<file path="config.mk">
export PLATFORM = sky130hd
export DESIGN_NAME = heartbeat_window_monitor_core
export DESIGN_NICKNAME = d
export VERILOG_FILES = /design/src/hdl/hwm_pkg.sv /design/src/hdl/hwm_judge.sv /design/src/hdl/heartbeat_window_monitor_core.sv
export SDC_FILE = /design/constraint.sdc
export NUM_CORES = 1
export LEC_CHECK = 0
export BUFFER_PORTS_ARGS = -buffer_cell sky130_fd_sc_hd__buf_2
export CORE_MARGIN = 2
export CORE_UTILIZATION = 35
export DETAILED_ROUTE_END_ITERATION = 8
export SKIP_CTS_REPAIR_TIMING = 1
export SLEW_MARGIN = 30
export SYNTH_ARGS = -nofsm -noshare
export SYNTH_HDL_FRONTEND = slang
export SYNTH_SLANG_ARGS = --single-unit
</file>
<file path="constraint.sdc">
create_clock -name clock -period 7.67 [get_ports clock]
set_clock_uncertainty 0.15 [all_clocks]
set_input_delay 0.767 -clock clock [delete_from_list [all_inputs] [get_ports clock]]
set_output_delay 0.767 -clock clock [all_outputs]
set_load 0.01 [all_outputs]
</file>
<file path="src/hdl/hwm_pkg.sv">
// ----------------------------------------------------------------------------
// Heartbeat window monitor package
// Item types, register indexes, reset values and state layout.
// ----------------------------------------------------------------------------
package hwm_pkg;

   // Event kinds
   localparam logic OP_EDGE = 1'b0;
   localparam logic OP_POLL = 1'b1;

   // Configuration register indexes
   localparam int CSR_INDEX_W = 2;
   typedef logic [CSR_INDEX_W-1:0] csr_index_type;
   localparam csr_index_type CSR_MIN_GAP  = 2'd0;
   localparam csr_index_type CSR_MAX_GAP  = 2'd1;
   localparam csr_index_type CSR_GOOD_RUN = 2'd2;

   localparam int CSR_DATA_W = 16;

   // Register reset values
   localparam logic [15:0] MIN_GAP_RESET  = 16'd5;
   localparam logic [15:0] MAX_GAP_RESET  = 16'd100;
   localparam logic [7:0]  GOOD_RUN_RESET = 8'd3;

   typedef struct packed {
      logic        op;
      logic [31:0] now_ms;
   } req_type;

   typedef struct packed {
      logic        alive_out;
      logic [31:0] fast_rejects;
      logic [31:0] slow_rejects;
   } rsp_type;

   typedef struct packed {
      logic [15:0] min_gap_ms;
      logic [15:0] max_gap_ms;
      logic [7:0]  good_run_needed;
   } cfg_type;

   typedef struct packed {
      logic        seen_edge;
      logic [31:0] last_edge_time;
      logic [7:0]  run_count;
      logic        alive_flag;
      logic [31:0] fast_count;
      logic [31:0] slow_count;
   } state_type;

endpackage

</file>
<file path="src/hdl/hwm_judge.sv">
// ----------------------------------------------------------------------------
// Heartbeat judge
// Next-state and result logic for one edge or poll item.
// ----------------------------------------------------------------------------
module hwm_judge (
   input  hwm_pkg::cfg_type   cfg,
   input  hwm_pkg::state_type state_cur,
   input  hwm_pkg::req_type   item,
   output hwm_pkg::state_type state_nxt,
   output hwm_pkg::rsp_type   rsp
);
   import hwm_pkg::*;

   logic [31:0] gap;
   logic        too_fast;
   logic        too_slow;
   logic        silent;
   logic [7:0]  run_up;

   // Measure the gap since the last edge, wrapping
   always_comb begin
      gap      = item.now_ms - state_cur.last_edge_time;
      too_fast = gap < {16'd0, cfg.min_gap_ms};
      too_slow = gap > {16'd0, cfg.max_gap_ms};
      silent   = !state_cur.seen_edge || (gap >= {16'd0, cfg.max_gap_ms});
      run_up   = (state_cur.run_count < cfg.good_run_needed) ?
                 state_cur.run_count + 8'd1 : state_cur.run_count;
   end

   // Update state for the item kind
   always_comb begin
      state_nxt = state_cur;
      if (item.op == OP_EDGE) begin
         state_nxt.seen_edge      = 1'b1;
         state_nxt.last_edge_time = item.now_ms;
         if (state_cur.seen_edge) begin
            if (too_fast) begin
               state_nxt.fast_count = state_cur.fast_count + 32'd1;
               state_nxt.run_count  = 8'd0;
               state_nxt.alive_flag = 1'b0;
            end else if (too_slow) begin
               state_nxt.slow_count = state_cur.slow_count + 32'd1;
               state_nxt.run_count  = 8'd0;
               state_nxt.alive_flag = 1'b0;
            end else begin
               state_nxt.run_count = run_up;
               if (run_up >= cfg.good_run_needed) begin
                  state_nxt.alive_flag = 1'b1;
               end
            end
         end
      end else if (silent) begin
         // Count a silence only when the line had any credit
         if (state_cur.alive_flag || (state_cur.run_count != 8'd0)) begin
            state_nxt.slow_count = state_cur.slow_count + 32'd1;
         end
         state_nxt.run_count  = 8'd0;
         state_nxt.alive_flag = 1'b0;
      end
   end

   // Report the status after this item
   always_comb begin
      rsp.alive_out    = state_nxt.alive_flag;
      rsp.fast_rejects = state_nxt.fast_count;
      rsp.slow_rejects = state_nxt.slow_count;
   end

endmodule

</file>
<file path="src/hdl/heartbeat_window_monitor_core.sv">
// An item passes from the input register through the judge to the result register.
// Throughput: one item per cycle while rsp_ready does not stall the output;
// the judge logic between the two registers is combinational.
// Reset: synchronous, clears all monitor state and both stage valids and
// loads the register reset values; no clearing pass is needed.
// ----------------------------------------------------------------------------
// Heartbeat window monitor core
// Input register, combinational judge and result register with handshakes.
// ----------------------------------------------------------------------------
module heartbeat_window_monitor_core (
   input  logic                                clock,
   input  logic                                reset,
   input  logic                                req_valid,
   output logic                                req_ready,
   input  hwm_pkg::req_type                    req_data,
   output logic                                rsp_valid,
   input  logic                                rsp_ready,
   output hwm_pkg::rsp_type                    rsp_data,
   input  logic                                csr_we,
   input  hwm_pkg::csr_index_type              csr_index,
   input  logic [hwm_pkg::CSR_DATA_W-1:0]      csr_wdata
);
   import hwm_pkg::*;

   logic      stage_valid_ff, stage_valid_in;
   req_type   stage_item_ff, stage_item_in;
   state_type state_ff, state_in;
   cfg_type   cfg_ff, cfg_in;
   logic      rsp_valid_ff, rsp_valid_in;
   rsp_type   rsp_item_ff, rsp_item_in;

   logic      out_free;
   logic      advance;
   state_type judge_state;
   rsp_type   judge_rsp;

   hwm_judge u_judge (
      .cfg       (cfg_ff),
      .state_cur (state_ff),
      .item      (stage_item_ff),
      .state_nxt (judge_state),
      .rsp       (judge_rsp)
   );

   // Handshake and stage control
   always_comb begin
      out_free       = !rsp_valid_ff || rsp_ready;
      advance        = stage_valid_ff && out_free;
      req_ready      = !stage_valid_ff || advance;
      stage_valid_in = req_ready ? req_valid : stage_valid_ff;
      stage_item_in  = (req_valid && req_ready) ? req_data : stage_item_ff;
      state_in       = advance ? judge_state : state_ff;
      rsp_valid_in   = advance ? 1'b1 : (rsp_ready ? 1'b0 : rsp_valid_ff);
      rsp_item_in    = advance ? judge_rsp : rsp_item_ff;
   end

   // Decode configuration writes
   always_comb begin
      cfg_in = cfg_ff;
      if (csr_we) begin
         unique case (csr_index)
            CSR_MIN_GAP:  cfg_in.min_gap_ms      = csr_wdata;
            CSR_MAX_GAP:  cfg_in.max_gap_ms      = csr_wdata;
            CSR_GOOD_RUN: cfg_in.good_run_needed = csr_wdata[7:0];
            default:      cfg_in = cfg_ff;
         endcase
      end
   end

   // Control and monitor state
   always_ff @(posedge clock) begin
      if (reset) begin
         stage_valid_ff <= 1'b0;
         rsp_valid_ff   <= 1'b0;
         state_ff       <= '0;
         cfg_ff.min_gap_ms      <= MIN_GAP_RESET;
         cfg_ff.max_gap_ms      <= MAX_GAP_RESET;
         cfg_ff.good_run_needed <= GOOD_RUN_RESET;
      end else begin
         stage_valid_ff <= stage_valid_in;
         rsp_valid_ff   <= rsp_valid_in;
         state_ff       <= state_in;
         cfg_ff         <= cfg_in;
      end
   end

   // Payload registers
   always_ff @(posedge clock) begin
      stage_item_ff <= stage_item_in;
      rsp_item_ff   <= rsp_item_in;
   end

   assign rsp_valid = rsp_valid_ff;
   assign rsp_data  = rsp_item_ff;

endmodule

</file>
==> Yosys cells after proc, flatten, opt, wreduce, memory -nomap -nowiden <==
Index checks and enable logic that the tools add are counted.
{ "word_totals": {"memories": 0, "ram_bits": 0, "in_bits": 56, "mem_bits_ro": 0, "out_inout_bits": 67, "regBits": 246, "latch_bits": 0} }
{ "classes": {"div": 0, "n_mul": 0, "n_reduce_logical": 18, "n_bitwise": 1, "shifts": 0, "addsub": 4, "n_lt_le_gt_ge": 5, "mux": 16, "n_eq_ne": 3} }
{ "op_table": {"columns": ["cell", "count"], "rows": [
  ["32-bit two-way mux", 7],
  ["73-bit two-way mux", 1],
  ["32-bit by 1-bit adder with 32-bit output, second input constant", 2],
  ["9-bit two-way mux", 4],
  ["32-bit by 16-bit greater-or-equal comparator with 1-bit output", 1],
  ["32-bit by 16-bit > comparator with 1-bit output", 1],
  ["32-bit by 16-bit less-than comparator with 1-bit output", 1],
  ["32-bit subtractor", 1],
  ["8-bit by 1-bit adder with 8-bit output, second input constant", 1],
  ["8-bit greater-or-equal comparator", 1],
  ["8-bit less-than comparator", 1],
  ["8-bit two-way mux", 1],
  ["2-bit AND reduction", 4],
  ["8-bit nonzero test", 1],
  ["1-bit logical OR", 4],
  ["2-bit nonzero test", 2],
  ["1-bit logical NOT", 3],
  ["1-bit two-way mux", 3],
  ["3-bit AND reduction", 1],
  ["2-bit by 1-bit == test with 1-bit output, second input constant", 1],
  ["2-bit == test, second input constant", 1],
  ["1-bit logical AND", 2],
  ["2-bit logical NOT", 1],
  ["2-bit by 1-bit inequality test with 1-bit output, second input constant", 1],
  ["1-bit NOT", 1]
]} }

==> Logic depth before layout (Yosys ltp) <==
{ "depth": {"ltp_word": 8, "ltp_mapped": 23} }

==> Cells and area by module <==
From an unflattened synthesis, not the netlist that was laid out.
{ "unflattened": {"hier_cells": 1627, "hier_area_um2": 15249.6} }
{ "by_module_without_submodules": {"columns": ["module", "area_per_inst_um2", "cells_each", "seq_area_each_um2", "instances"], "rows": [
  ["heartbeat_window_monitor_core", 9185.1, 744, 5905.7, 1],
  ["hwm_judge", 6064.6, 883, 0.0, 1]
]} }

==> Worst setup path after synthesis <==
No wires, ideal clock.
{ "synth_path": {"path_type": "reg-to-reg", "from": "register stage_item_ff[0] (netlist name)", "to": "register rsp_item_ff (netlist bit rsp_data[1]) (data pin)", "setup_slack_ns": 3.102, "path_buffers": 2, "path_stages_with_launch": 22, "required_ns": 7.260, "t_arrival_ns": 4.158, "setup_ns": 0.260, "synth_period_minus_slack_ns": 4.568, "cell_sequence": "edfxtp_1 inv_1 ha_1 fa_1 nand2b_1 a21oi_1 o21ai_1 a31oi_1 xor2_1 ha_1 nand4_1 nor2_1 a21oi_1 o211ai_1 o21bai_1 or2_2 nand2_1 nand2_1 o21ai_1 buf_4 buf_4 mux2_2"} }
{ "synth_rtl": {"columns": ["element", "line_no", "rtl"], "rows": [
  ["start, declared", "heartbeat_window_monitor_core.sv:26", "req_type stage_item_ff, stage_item_in;"],
  ["start signal, assigned", "heartbeat_window_monitor_core.sv:89", "stage_item_ff <= stage_item_in;"],
  ["end signal, assigned", "heartbeat_window_monitor_core.sv:90", "rsp_item_ff <= rsp_item_in;"],
  ["end, declared", "heartbeat_window_monitor_core.sv:30", "rsp_type rsp_item_ff, rsp_item_in;"]
]} }

==> Final worst setup path <==
{ "layout_path": {"from": "register stage_item_ff[0] (netlist name)", "to": "register state_ff[56] (netlist name)"} }
{ "layout_via": {"elab_chain_cells": 5} }
{ "layout_rtl": {"columns": ["element", "line_no", "rtl"], "rows": [
  ["32-bit subtractor", "hwm_judge.sv:22", "gap = item.now_ms - state_cur.last_edge_time;"],
  ["32-bit by 16-bit less-than comparator with 1-bit output", "hwm_judge.sv:23", "too_fast = gap < {16'd0, cfg.min_gap_ms};"],
  ["32-bit two-way mux", "hwm_judge.sv:37", "if (too_fast) begin"],
  ["73-bit two-way mux", "hwm_judge.sv:36", "if (state_cur.seen_edge) begin"],
  ["32-bit two-way mux", "hwm_judge.sv:33", "if (item.op == OP_EDGE) begin"],
  ["end signal, assigned", "heartbeat_window_monitor_core.sv:82", "state_ff <= state_in;"],
  ["end, declared", "heartbeat_window_monitor_core.sv:27", "state_type state_ff, state_in;"]
]} }
No other way between the ends. The select of a mux whose other input is x is not followed.
A chain may end at the register's enable or synchronous reset.

==> impl_metrics.toml <==
[clocking]
clk_latency_ns = 0.56
cts_tree = "yes"
cts_made_buffers = 28
clkTransAtPathRegs_ns = 0.06
cts_sinks = 246
cts_max_level = 1
cts_root_buf = "clkbuf_16"
clockBufferDepth = 3

[synth]
synth-async-reset-ratio_pct = 0
ys_ff_latch = 246
synth_top_area_share_pct = 21.8
ys.flop_type = "dfxtp_1"
netlist_area_um2 = 13600
synthTopCellsByArea = "dfxtp_1, edfxtp_1, ha_1"
yosys.cell_count.top_type = "nand2_1"
seq_area_frac_synth_pct = 43.5
synth_edf_count = 98
synth_top_area_cell = "dfxtp_1"
ys_types = 74
synthCells = 1533
yosysWarnings = 0
synth_common_cells = "nand2_1, dfxtp_1, a21oi_1"
synth_nets = 1671
avgSynthCellArea_um2 = 8.86

[final_layout]
area_growth_pct = 13.9
final-instance-count-excl-fill = 2156
regArea_um2 = 5910
fin_nets = 1755
drive_gt1_share_pct = 12.3
multiInputGateArea_um2 = 7000
diodes = 0
fillCellCount = 3875

[setup_path]
arrival_ns = 5.72
cp_max_fo = 18
required_ns = 8.01
startpoint_type = "flip-flop"
crit_type = "reg -> reg"
end_kind = "flip-flop"

[die]
pin_count = 123
die_y_um = 201
core_um2 = 38500
dieArea_um2 = 40400
initial_utilization_pct = 35.3
rows = 72
die_w_um = 201

[global_routing]
grt_pass1_vias = 10700
grt.overflow.total = 0
grt_max_degree = 97
grt_usage_pct = 16.5
antenna_found_initial = 0
grt_pass1_wl_um = 55500

[pwr]
power_density_nw_per_um2 = 199
p_sw_uw = 804
static-leakage-power_nw = 5.68
internal_power_mw = 2.28
seqPwrFrac_pct = 46.2
clockPowerShare_pct = 41.4
p_comb_share_pct = 12.5
p_sw_share_pct = 26.1
peakVddDrop_mv = 0.163
finalPower_mw = 3.08

[run]
maxCapViolations = 0

[sta]
timing.setup.tns_ns = 0
worst_pin_slew_ns = 0.912
post-route-period-util_pct = 70.1
min_period_ns = 5.37
rsz0062_at_grt = "false"
max_freq_mhz = 186
hold_violations = 0
report.final.slew_viol_count = 0
setup_viol = 0
slew_headroom_pct = 38.9

[status]
outcome = "finished, final reports clean"

[route]
vias_per_cell = 5.19
drtPass1Iterations = 6
drt_drc_violations_left = 0
detail-route-antenna-nets = 0
wl_per_cell_um = 15.6
drt-initial-drc-count = 654
routed_wirelength_um = 33600
route.vias.total = 11200

[placement]
port_buffers = 122
place_inst = 2105
gp_congestion = 0.845
dp_hpwl_um = 23900

[min_path]
hold_path_class = "in -> reg"
[layer usage]
metal  vias to the layer above  GRT usage [%]  wire length, um  share of wire, %
li1                       5621              -                -                 -
met1                      5265           22.3            16000                48
met2                       254           27.6            15300                45
met3                        53           2.84             1630               4.9
met4                         0           3.41              680               2.0
met5                         -              0                0                 0
[power groups by stage]
stage          sequential, mW  combinational, mW  clock, mW
2_1_floorplan            1.45              0.255          0
3_3_place_gp             1.45              0.377          0
3_5_place_dp             1.45              0.383          0
4_1_cts                  1.42              0.385       1.31
5_1_grt                  1.43              0.436       1.36
6_report                 1.42              0.385       1.27
[worst max-delay path, cell delays in order, from the launching register on]
cell      delay (ns)
edfxtp_1        0.34
inv_1           0.05
ha_1            0.20
fa_1            0.40
nand2b_1        0.18
a21oi_1         0.23
o21ai_1         0.15
a31oi_1         0.48
xor2_1          0.25
ha_1            0.28
nor2b_1         0.14
o21ai_0         0.17
o211ai_1        0.12
a31oi_1         0.30
and3_1          0.28
nand3_1         0.30
or2_1           0.58
or4_1           0.57
a21oi_1         0.15
[flip-flops by register name (all words and copies together), names as in the netlist]
register / flops
rsp_valid: 1
cfg_ff: 40
stage_valid_ff: 1
stage_item_ff: 33
state_ff: 106
rsp_data: 65
[cells in the final DEF (no fill, tap or decap), types with 6 or more instances in the layout]
cell type  instances
o31ai_1           19
nand2b_1          12
nor2b_1           19
xor2_1            48
nand4_1           33
nand3_1           51
mux2i_1            9
clkinv_2           7
o21ai_1            6
o21ai_0           55
mux2_2             8
buf_2            121
edfxtp_1          98
or4_1             21
nor2_1            89
buf_4              8
o41ai_1            6
and3_1            22
o21a_1            13
o211ai_1          14
nand3b_1           9
nor3_1            44
a21o_1            13
dfxtp_1          148
a21oi_1          145
xnor2_1           53
ha_1              81
a31oi_1            8
clkinv_1           7
or2_2              9
nand2_1          215
or3_1             16
nor4_1            16
and2_1             9
clkbuf_16         28
inv_1             94
[area by class of cell]
type / instances / area share [%]
sequential: 246 / 38.2
tap: 518 / 4.19
multi-input combinational: 1116 / 45.3
clock buffer: 33 / 4.65
timing repair buffer: 130 / 4.38
inverter: 95 / 2.31
clock inverter: 18 / 0.955
[stage by stage]
step	area (um^2)	hold slack, ns	setup slack (ns)	utilization [%]
2_1_floorplan	13600	0.286	3.10	-
3_3_place_gp	14600	0.292	2.47	37.9
3_5_place_dp	14600	0.297	2.31	37.9
4_1_cts	15500	0.198	2.30	40.2
5_1_grt	15500	0.207	1.90	40.2
6_report	15500	0.228	2.30	40.2
[kinds of logic after synthesis]
logic type	share of synthesized area, %
flops	43.5
xor+xnor	6.52
simple gates	21.0
fa+ha+maj	7.61
buf+inv	5.04
compound gates	14.9
mux	1.49
[worst paths after layout]
path / start / endpoint / slack [ns] / cells after the start
setup reg to reg: stage_item_ff[0] / state_ff[56] / 2.30 / 18
hold reg to reg: state_ff[96] / state_ff[96] / 0.30 / 2
hold / removal: req_data[8] / stage_item_ff[8] / 0.23 / 1
setup / recovery: stage_item_ff[0] / state_ff[56] / 2.30 / 18
No activity file was read; power rests on OpenSTA's default activity.
